### src/rncp_pkg.sv
// Shared types, character codes and the numeral transition table of the chord parser.
`default_nettype none

package rncp_pkg;

    localparam int MAX_LEN_DEF = 16;

    localparam logic [7:0] CHAR_SHARP   = 8'h23;
    localparam logic [7:0] CHAR_FLAT    = 8'h62;
    localparam logic [7:0] CHAR_UPPER_I = 8'h49;
    localparam logic [7:0] CHAR_UPPER_V = 8'h56;
    localparam logic [7:0] CHAR_LOWER_I = 8'h69;
    localparam logic [7:0] CHAR_LOWER_V = 8'h76;

    localparam logic [3:0] ACC_LIMIT = 4'd15;

    typedef enum logic [1:0] {
        PH_PREFIX,
        PH_NUMERAL,
        PH_SUFFIX
    } phase_t;

    // Running parse state of one token, without the length counter.
    typedef struct packed {
        phase_t     phase;
        logic [2:0] numeral_pattern;
        logic [1:0] case_seen;
        logic [3:0] acc_count;
        logic [1:0] acc_kinds_seen;
        logic       had_prefix;
        logic       error_flag;
    } parse_state_t;

    localparam parse_state_t STATE_RESET = '{
        phase:           PH_PREFIX,
        numeral_pattern: 3'd0,
        case_seen:       2'd0,
        acc_count:       4'd0,
        acc_kinds_seen:  2'd0,
        had_prefix:      1'b0,
        error_flag:      1'b0
    };

    typedef struct packed {
        logic              valid_res;
        logic [2:0]        degree;
        logic              major;
        logic signed [4:0] accidental_offset;
    } chord_result_t;

    // Numeral read so far after one more letter; zero means no legal numeral.
    function automatic logic [2:0] next_pattern(input logic [2:0] pat, input logic is_v);
        logic [2:0] np;
        case (pat)
            3'd0:    np = is_v ? 3'd5 : 3'd1;
            3'd1:    np = is_v ? 3'd4 : 3'd2;
            3'd2:    np = is_v ? 3'd0 : 3'd3;
            3'd5:    np = is_v ? 3'd0 : 3'd6;
            3'd6:    np = is_v ? 3'd0 : 3'd7;
            default: np = 3'd0;
        endcase
        return np;
    endfunction

endpackage

`default_nettype wire

### src/rncp_step.sv
// Next-state and result logic for one character of a chord token.
`default_nettype none

module rncp_step
    import rncp_pkg::*;
#(
    parameter int MAX_LEN = MAX_LEN_DEF,
    localparam int CNT_W  = $clog2(MAX_LEN + 2)
) (
    input  wire logic [7:0]       char_in,
    input  wire logic             last_char,
    input  wire parse_state_t     state_cur,
    input  wire logic [CNT_W-1:0] count_cur,
    output parse_state_t          state_next,
    output logic [CNT_W-1:0]      count_next,
    output chord_result_t         result
);

    logic       is_acc;
    logic       is_upper;
    logic       is_lower;
    logic       is_v;
    logic [2:0] np;
    logic       ok;
    logic [4:0] acc_ext;
    parse_state_t st;
    logic [CNT_W-1:0] cnt;

    assign is_acc   = (char_in == CHAR_SHARP) || (char_in == CHAR_FLAT);
    assign is_upper = (char_in == CHAR_UPPER_I) || (char_in == CHAR_UPPER_V);
    assign is_lower = (char_in == CHAR_LOWER_I) || (char_in == CHAR_LOWER_V);
    assign is_v     = (char_in == CHAR_UPPER_V) || (char_in == CHAR_LOWER_V);
    assign np       = next_pattern(state_cur.numeral_pattern, is_v);

    always_comb begin
        st  = state_cur;
        cnt = count_cur;
        // The length counter stops one past the limit so overlong tokens stay flagged.
        if (count_cur <= CNT_W'(MAX_LEN)) begin
            cnt = count_cur + CNT_W'(1);
        end
        if (is_acc) begin
            if (state_cur.phase == PH_NUMERAL) begin
                st.phase = PH_SUFFIX;
                if (state_cur.had_prefix) begin
                    st.error_flag = 1'b1;
                end
            end else if (state_cur.phase == PH_PREFIX) begin
                st.had_prefix = 1'b1;
            end
            if (state_cur.acc_count < ACC_LIMIT) begin
                st.acc_count = state_cur.acc_count + 4'd1;
            end
            st.acc_kinds_seen = state_cur.acc_kinds_seen |
                                ((char_in == CHAR_SHARP) ? 2'b01 : 2'b10);
        end else if (is_upper || is_lower) begin
            if (state_cur.phase == PH_SUFFIX) begin
                st.error_flag = 1'b1;
            end else begin
                st.phase = PH_NUMERAL;
                if (np == 3'd0) begin
                    st.error_flag = 1'b1;
                end else begin
                    st.numeral_pattern = np;
                end
                st.case_seen = state_cur.case_seen | (is_upper ? 2'b01 : 2'b10);
            end
        end else begin
            st.error_flag = 1'b1;
        end
    end

    assign ok = !st.error_flag && (st.phase != PH_PREFIX) && (st.numeral_pattern != 3'd0) &&
                (st.acc_kinds_seen != 2'b11) && (st.case_seen != 2'b11) &&
                (cnt <= CNT_W'(MAX_LEN));
    assign acc_ext = {1'b0, st.acc_count};

    always_comb begin
        result.valid_res = ok;
        result.degree    = ok ? st.numeral_pattern : 3'd0;
        result.major     = ok && (st.case_seen == 2'b01);
        if (!ok) begin
            result.accidental_offset = 5'sd0;
        end else if (st.acc_kinds_seen == 2'b01) begin
            result.accidental_offset = $signed(acc_ext);
        end else begin
            // Flats only (or none, where the count is zero): negative offset.
            result.accidental_offset = $signed(5'd0 - acc_ext);
        end
    end

    // The last character closes the token and returns the parser to its start.
    assign state_next = last_char ? STATE_RESET : st;
    assign count_next = last_char ? '0 : cnt;

endmodule

`default_nettype wire

### src/roman_numeral_chord_parser_core.sv
// Roman numeral chord parser: streams token characters in, one parse result per token out.
//
// Input channel (s_): one character per item in s_tdata, with s_tlast on the final
// character of a token. Accidentals ('#' or 'b') may lead or trail a numeral I..VII
// written all upper or all lower case; anything else yields an invalid result.
// Result channel (m_): one item per token, issued for the item carrying s_tlast.
// m_tuser is the valid flag; m_tdata holds degree, major and the signed offset.
//
// Throughput is one character per cycle: the parse state updates in one pass of
// short logic between the state registers and the result register.
// m_tvalid rises in the cycle after the accepted last character.
// The result register is a single stage; while it holds a result the receiver has
// not taken, s_tready stays high only in cycles where m_tready drains it, so a
// stalled receiver holds back every input character, not only a token's last one.
// Reset clears the parse state and the result valid flag; the first character after
// reset starts a new token. Tokens longer than MAX_LEN characters parse as invalid.
`default_nettype none

module roman_numeral_chord_parser_core
    import rncp_pkg::*;
#(
    parameter int MAX_LEN = MAX_LEN_DEF
) (
    input  wire logic        aclk,
    input  wire logic        aresetn,
    input  wire logic        s_tvalid,
    output logic             s_tready,
    input  wire logic [7:0]  s_tdata,   // [7:0] char_in
    input  wire logic        s_tlast,   // last_char
    output logic             m_tvalid,
    input  wire logic        m_tready,
    output logic [15:0]      m_tdata,   // [2:0] degree, [3] major, [8:4] accidental_offset
    output logic             m_tuser    // valid_res
);

    localparam int CNT_W = $clog2(MAX_LEN + 2);

    parse_state_t     state_reg, state_next;
    logic [CNT_W-1:0] count_reg, count_next;
    chord_result_t    result_reg, result_next;
    logic             m_tvalid_reg;
    logic             s_accept;

    rncp_step #(
        .MAX_LEN(MAX_LEN)
    ) u_step (
        .char_in   (s_tdata),
        .last_char (s_tlast),
        .state_cur (state_reg),
        .count_cur (count_reg),
        .state_next(state_next),
        .count_next(count_next),
        .result    (result_next)
    );

    assign s_tready = !m_tvalid_reg || m_tready;
    assign s_accept = s_tvalid && s_tready;

    always_ff @(posedge aclk) begin
        if (!aresetn) begin
            state_reg    <= STATE_RESET;
            count_reg    <= '0;
            m_tvalid_reg <= 1'b0;
        end else begin
            if (s_accept) begin
                state_reg <= state_next;
                count_reg <= count_next;
            end
            if (s_accept && s_tlast) begin
                m_tvalid_reg <= 1'b1;
            end else if (m_tready) begin
                m_tvalid_reg <= 1'b0;
            end
        end
    end

    always_ff @(posedge aclk) begin
        if (s_accept && s_tlast) begin
            result_reg <= result_next;
        end
    end

    assign m_tvalid = m_tvalid_reg;
    assign m_tuser  = result_reg.valid_res;
    assign m_tdata  = {7'd0, result_reg.accidental_offset, result_reg.major, result_reg.degree};

    a_last_resets_state: assert property (@(posedge aclk) disable iff (!aresetn)
        (s_accept && s_tlast) |=> (count_reg == '0) && (state_reg == STATE_RESET))
        else $error("parse state not cleared after the last character");

    a_inner_char_counts: assert property (@(posedge aclk) disable iff (!aresetn)
        (s_accept && !s_tlast) |=> (count_reg != '0))
        else $error("character counter did not advance inside a token");

    a_invalid_is_zero: assert property (@(posedge aclk) disable iff (!aresetn)
        (m_tvalid && !m_tuser) |-> (m_tdata == 16'd0))
        else $error("invalid result carries nonzero fields");

    a_valid_has_degree: assert property (@(posedge aclk) disable iff (!aresetn)
        (m_tvalid && m_tuser) |-> (result_reg.degree != 3'd0))
        else $error("valid result without a scale degree");

endmodule

`default_nettype wire

### config.mk
export PLATFORM = sky130hd
export DESIGN_NAME = roman_numeral_chord_parser_core
export DESIGN_NICKNAME = d
export VERILOG_FILES = /design/src/rncp_pkg.sv /design/src/rncp_step.sv /design/src/roman_numeral_chord_parser_core.sv
export SDC_FILE = /design/constraint.sdc
export NUM_CORES = 1
export LEC_CHECK = 0
export ABC_AREA = 1
export ABC_CLOCK_PERIOD_IN_PS = 3550
export BUFFER_PORTS_ARGS = -buffer_cell sky130_fd_sc_hd__buf_4
export CAP_MARGIN = 5
export CORE_MARGIN = 5
export CORE_UTILIZATION = 55
export DETAILED_ROUTE_END_ITERATION = 6
export PLACE_DENSITY = 0.75
export RECOVER_POWER = 100
export SETUP_SLACK_MARGIN = 0.05
export SLEW_MARGIN = 20
export SYNTH_ARGS = -nofsm -noshare
export SYNTH_HDL_FRONTEND = slang
export SYNTH_SLANG_ARGS = --single-unit
### constraint.sdc
create_clock -name aclk -period 3.55 [get_ports aclk]
set_input_delay 0.1775 -clock aclk [delete_from_list [all_inputs] [get_ports aclk]]
set_output_delay 0.1775 -clock aclk [all_outputs]
set_load 0.02 [all_outputs]
== Word-level counts from Yosys, hierarchy flattened ==
Index checks and enable logic that the tools add are counted.

* $add $sub $neg: 3
* Magnitude comparators: 3
* Eq/ne operators: 17
* Mux-type cells: 30
* Bitwise operators: 3
* Reduce and logical (&&, ||, !) cells: 26

{| class="wikitable"
|+ Operators with widths
! kind !! number
|-
| 8-bit by 7-bit equality test with 1-bit output, second input constant || 5
|-
| 7-bit two-way mux || 3
|-
| 15-bit two-way mux || 1
|-
| 3-bit two-way mux || 5
|-
| 5-bit two-way mux || 3
|-
| 3-bit case mux with 5 select lines || 1
|-
| 5-bit <= comparator, second input constant || 2
|-
| 1-bit two-way mux || 10
|-
| 2-bit two-way mux || 5
|-
| 8-bit by 6-bit equality test with 1-bit output, second input constant || 1
|-
| 1-bit logical AND || 8
|-
| 4-bit two-way mux || 2
|-
| 2-bit nonzero test || 4
|-
| 2-bit by 1-bit equality test with 1-bit output, second input constant || 3
|-
| 3-bit equality test, second input constant || 2
|-
| 3-bit zero test || 2
|-
| 1-bit logical OR || 6
|-
| 2-bit != test, second input constant || 3
|-
| 5-bit by 1-bit adder with 5-bit output, second input constant || 1
|-
| 1-bit by 4-bit subtractor with 5-bit output, first input constant || 1
|-
| 4-bit by 1-bit adder with 4-bit output, second input constant || 1
|-
| 4-bit < comparator, second input constant || 1
|-
| 2-bit OR || 2
|-
| 4-bit AND reduction || 1
|-
| other kinds (8) || 9
|}

* Bits in registers: 31
* Logic and storage cells: 96

== Longest topological paths before layout ==
* Depth in word-level cells: 17
* Mapped depth: 13
* Mapped depth without buffers: 13

== Modules after synthesis ==
Synthesis repeated with hierarchy kept, for this count alone.

* Cell total of the unflattened synthesis: 377
* Area, all modules: 2,396.0 µm²

{| class="wikitable"
|+ By module, submodules not included
! module !! instances !! cells each !! area each (µm²)
|-
| roman_numeral_chord_parser_core || 1 || 159 || 1,370.1
|-
| rncp_step || 1 || 218 || 1,026.0
|}

== Worst setup path after synthesis ==
No wires, ideal clock.

* Kind: register to register
* Start point: register m_tvalid_reg (netlist: m_tvalid)
* End point: register state_reg[8] in the netlist's numbering
* Arrival time: 1.791 ns
* Data required time: 3.434 ns
* Path slack: 1.643 ns
* Stages on the path, launching flop included: 10
* Path buffers: 0
* Cells stage by stage: dfxtp_1 -> inv_1 -> nor2_1 -> inv_1 -> nand2_1 -> nor2_1 -> inv_1 -> nand2_1 -> inv_1 -> o211a_1

* Cells in the longest elaborated chain, start to end: 3

{| class="wikitable"
|+ RTL lines
! element !! line !! text
|-
| start: declaration || roman_numeral_chord_parser_core.sv:41 || <nowiki>logic m_tvalid_reg;</nowiki>
|-
| start signal: assignment || roman_numeral_chord_parser_core.sv:63 || <nowiki>m_tvalid_reg <= 1'b0;</nowiki>
|-
| start signal: assignment || roman_numeral_chord_parser_core.sv:70 || <nowiki>m_tvalid_reg <= 1'b1;</nowiki>
|-
| start signal: assignment || roman_numeral_chord_parser_core.sv:72 || <nowiki>m_tvalid_reg <= 1'b0;</nowiki>
|-
| 1-bit zero test || roman_numeral_chord_parser_core.sv:56 || <nowiki>assign s_tready = !m_tvalid_reg || m_tready;</nowiki>
|-
| 1-bit logical OR || roman_numeral_chord_parser_core.sv:56 ||
|-
| via s_tready || roman_numeral_chord_parser_core.sv:27 || <nowiki>output logic s_tready,</nowiki>
|-
| 1-bit logical AND || roman_numeral_chord_parser_core.sv:57 || <nowiki>assign s_accept = s_tvalid && s_tready;</nowiki>
|-
| end signal: assignment || roman_numeral_chord_parser_core.sv:66 || <nowiki>state_reg <= state_next;</nowiki>
|-
| end: declaration || roman_numeral_chord_parser_core.sv:38 || <nowiki>parse_state_t state_reg, state_next;</nowiki>
|}

The timed path passes the listed nets, and every way through them passes these cells.
A chain may end at the register's enable or synchronous reset.

== Worst setup path after layout ==
* Start point: register count_reg[0]
* End point: register result_reg (netlist bit m_tdata[7]) (data pin)

* Cells in the longest elaborated chain, start to end: 4
* Elaborated cells between the ends (all ways): 5
* Classes of those cells: add/sub: 1; order compare: 2; mux: 1; reduce/logical: 1

{| class="wikitable"
|+ RTL lines
! element !! line !! text
|-
| start: declaration || roman_numeral_chord_parser_core.sv:39 || <nowiki>logic [CNT_W-1:0] count_reg, count_next;</nowiki>
|-
| start signal: assignment || roman_numeral_chord_parser_core.sv:67 || <nowiki>count_reg <= count_next;</nowiki>
|-
| 5-bit by 1-bit adder with 5-bit output or 5-bit <= comparator (tied branches) || rncp_step.sv:40, rncp_step.sv:39 ||
|-
| 5-bit two-way mux (*) || rncp_step.sv:39 || <nowiki>if (count_cur <= CNT_W'(MAX_LEN)) begin</nowiki>
|-
| 5-bit <= comparator (*) || rncp_step.sv:75 || <nowiki>(cnt <= CNT_W'(MAX_LEN));</nowiki>
|-
| 1-bit logical AND (*) || rncp_step.sv:74 || <nowiki>(st.acc_kinds_seen != 2'b11) && (st.case_seen != 2'b11) &&</nowiki>
|-
| end signal: assignment || roman_numeral_chord_parser_core.sv:79 || <nowiki>result_reg <= result_next;</nowiki>
|-
| end: declaration || roman_numeral_chord_parser_core.sv:40 || <nowiki>chord_result_t result_reg, result_next;</nowiki>
|}

Every way passes the cells marked *; elsewhere a longest branch is shown, timed or not.

==> results.toml <==
[detailed_routing]
via_per_inst = 4.96
drt_drc_violations_left = 0
antenna_left = 0
dr.first_iter.drc_count = 74
wl_per_cell_um = 11.5
wl_um = 4260
dr.pass1.iters = 4
vias = 1832

[cells_and_area]
multi_input_area_um2 = 1130
fin_area_um2 = 2310
regArea_um2 = 721
drive_above_1_share_pct = 20.6
final_nets = 337
fin_cells = 369
post-route-util_pct = 63.0
final_common_cell = "nand2_1"
largest_reg_flops = 15
area_growth_pct = 10.8
num-fill-cells = 356
diodes = 0
final_cell_mix = "nand2_1 (69), inv_1 (38), nor2_1 (30)"

[power_and_ir_drop]
peakVddDrop_mv = 0.239
p_leak_nw = 1.05
total_power_mw = 0.737
power_density_nw_per_um2 = 320

[setup_path]
rrSetupSlack_ps = 1220
r2r_start = "count_reg[0]"
critPathRequiredTime_ps = 3690
worstPathArrival_ps = 2470
cpMostUsedCell = "nand2_1"
cp-start-kind = "register"
reg2reg_to = "m_tdata[7]"
path_cells = "inv_1 > ha_1 > nand3_1 > nand3_1 > nand2_1 > nand2_1 > o21ai_0 > nand3_4 > nor2_1 > nand2_1 > nor2_2"
crit_fanout = 8
critical_path.slowest_cell = "dfxtp_1"
max_stage_delay_ps = 440
reg2regPathDepth = 11
path_class = "reg2reg"
end_kind = "register"

[synthesis]
netlist_instances = 292
synth_edf_count = 10
ys_async_sr_fraction_pct = 0
synth_area_leaders = "dfxtp_1 (20%), edfxtp_1 (14%), nand2_1 (12%)"
synth_seq_cells = 31
syn_area_per_cell_um2 = 7.13
yosys.area.top_type = "dfxtp_1"
yosys.cell_types.count = 38
synthFlopType = "dfxtp_1"
synth_warnings = 0
synth-seq-area-share_pct = 34.6
synth_top_area_share_pct = 20.2
syn_area_um2 = 2080

[timing]
holdWs_ps = 107
finalSetupTns_ps = 0
worst_pin_slew_ps = 665
grt_setup_unrepaired = "false"
min_period_ps = 2330
hold_viol = 0
timing.fmax_mhz = 428
slew_viol_final = 0
relSlewSlack_pct = 55.5
setup_violations = 0
period_share_pct = 65.8
finalClockSkew_ps = 6.17
setup_ws_ps = 1220

[global_routing]
grt_pass1_wl_um = 7380
grt_pass1_vias = 1728
grt_max_degree = 18
antenna_found_initial = 0
track_usage_pct = 18.1
grt.overflow.total = 0

[clock_tree]
cts-root-buf = "clkbuf_8"
cts_setup_buffers = 0
clockBufferDepth = 2
cts-hold-fix-buffers = 0
cts.sinks = 31
numCtsBuffers = 5
insertion_delay_ps = 290
htree_levels = 2
clk_pin_slew_ps = 60
cts_resized = 0
tritoncts = "built"

[floorplanning]
io_pins = 32
die_area_um2 = 5120
rows = 22
fp.dieW_um = 71.5
die_h_um = 71.5
core_area_um2 = 3660
start_util_pct = 56.9

[hold_path]
hold_start = "aresetn"
min_delay_path_depth = 3
worstHoldPathType = "in2reg"
timing.hold.worst_endpoint = "state_reg[1]"

[place]
portBuffers = 24
dpl.hpwl_um = 3300
dpl_cell_area_um2 = 2290
dp_slack_ps = 1510
dp_cells = 361
gp_congestion = 0.860

[status]
status = "complete, no violations"

[job]
maxCapViolations = 0
==> layout make-up <==
class,instances,share of cell area (%)
multi-input cells,212,48.8
inverters,45,7.33
clock buffers,7,3.74
clock inverters,1,0.217
flip-flops and latches,31,31.3
repair buffers,25,6.02
well taps,48,2.60
==> critical path: cells and delay by family (launching register included) <==
kind,cells,cell delay [ps]
adders and majority gates,1,200
DFF,1,440
AOI/OAI and AO/OA,1,370
buffers and inverters,1,90
and+or+nand+nor,8,1090
==> cells by family after synthesis <==
kind of cell | after synthesis | share of synthesized area (%)
flip-flops | 31 | 34.6
buffers and inverters | 55 | 11.2
other | 1 | 0.180
AO/OA/AOI/OAI | 34 | 10.8
XOR/XNOR | 3 | 1.26
AND/OR/NAND/NOR | 164 | 39.5
adder cells (fa/ha/maj) | 4 | 2.40
==> synth_stat cells, drive strengths merged (2+ instances only) <==
library cell	number
inv	45
xor2	2
nand3	28
buf	8
o21ai	9
nor2	41
edfxtp	10
ha	4
a211oi	2
dfxtp	21
clkbuf	2
or2	4
nand2	84
nand4	4
a21oi	19
==> per-layer routing <==
layer	global-route usage (%)	part of all wire, %	wire [um]	vias up
met5	0	0	0	-
met4	6.47	1.7	74	0
met3	5.47	5.5	236	8
met2	30.9	48	2050	37
met1	21.3	45	1900	824
li1	-	-	-	963
==> how the worst max path moves through the flow <==
| stage | startpoint | endpoint | slack, ps | depth (start not counted) |
|---|---|---|---|---|
| floorplan | m_tvalid | state_reg[8] | 1640 | 9 |
| global placement | m_tvalid | state_reg[6] | 1590 | 8 |
| detailed placement | m_tvalid | state_reg[6] | 1510 | 8 |
| CTS | m_tvalid | state_reg[6] | 1500 | 8 |
| global route | count_reg[0] | m_tdata[6] | 950 | 11 |
| finish | count_reg[0] | m_tdata[7] | 1220 | 11 |
==> where the power goes <==
group | internal, mW | switching (mW) | total (mW) | leakage, nW
Combinational | 0.0227 | 0.0531 | 0.0758 | 0.733
Sequential | 0.371 | 0.00364 | 0.375 | 0.268
Clock | 0.156 | 0.131 | 0.287 | 0.0482
Note: power is estimated with default switching activity, not from simulation.
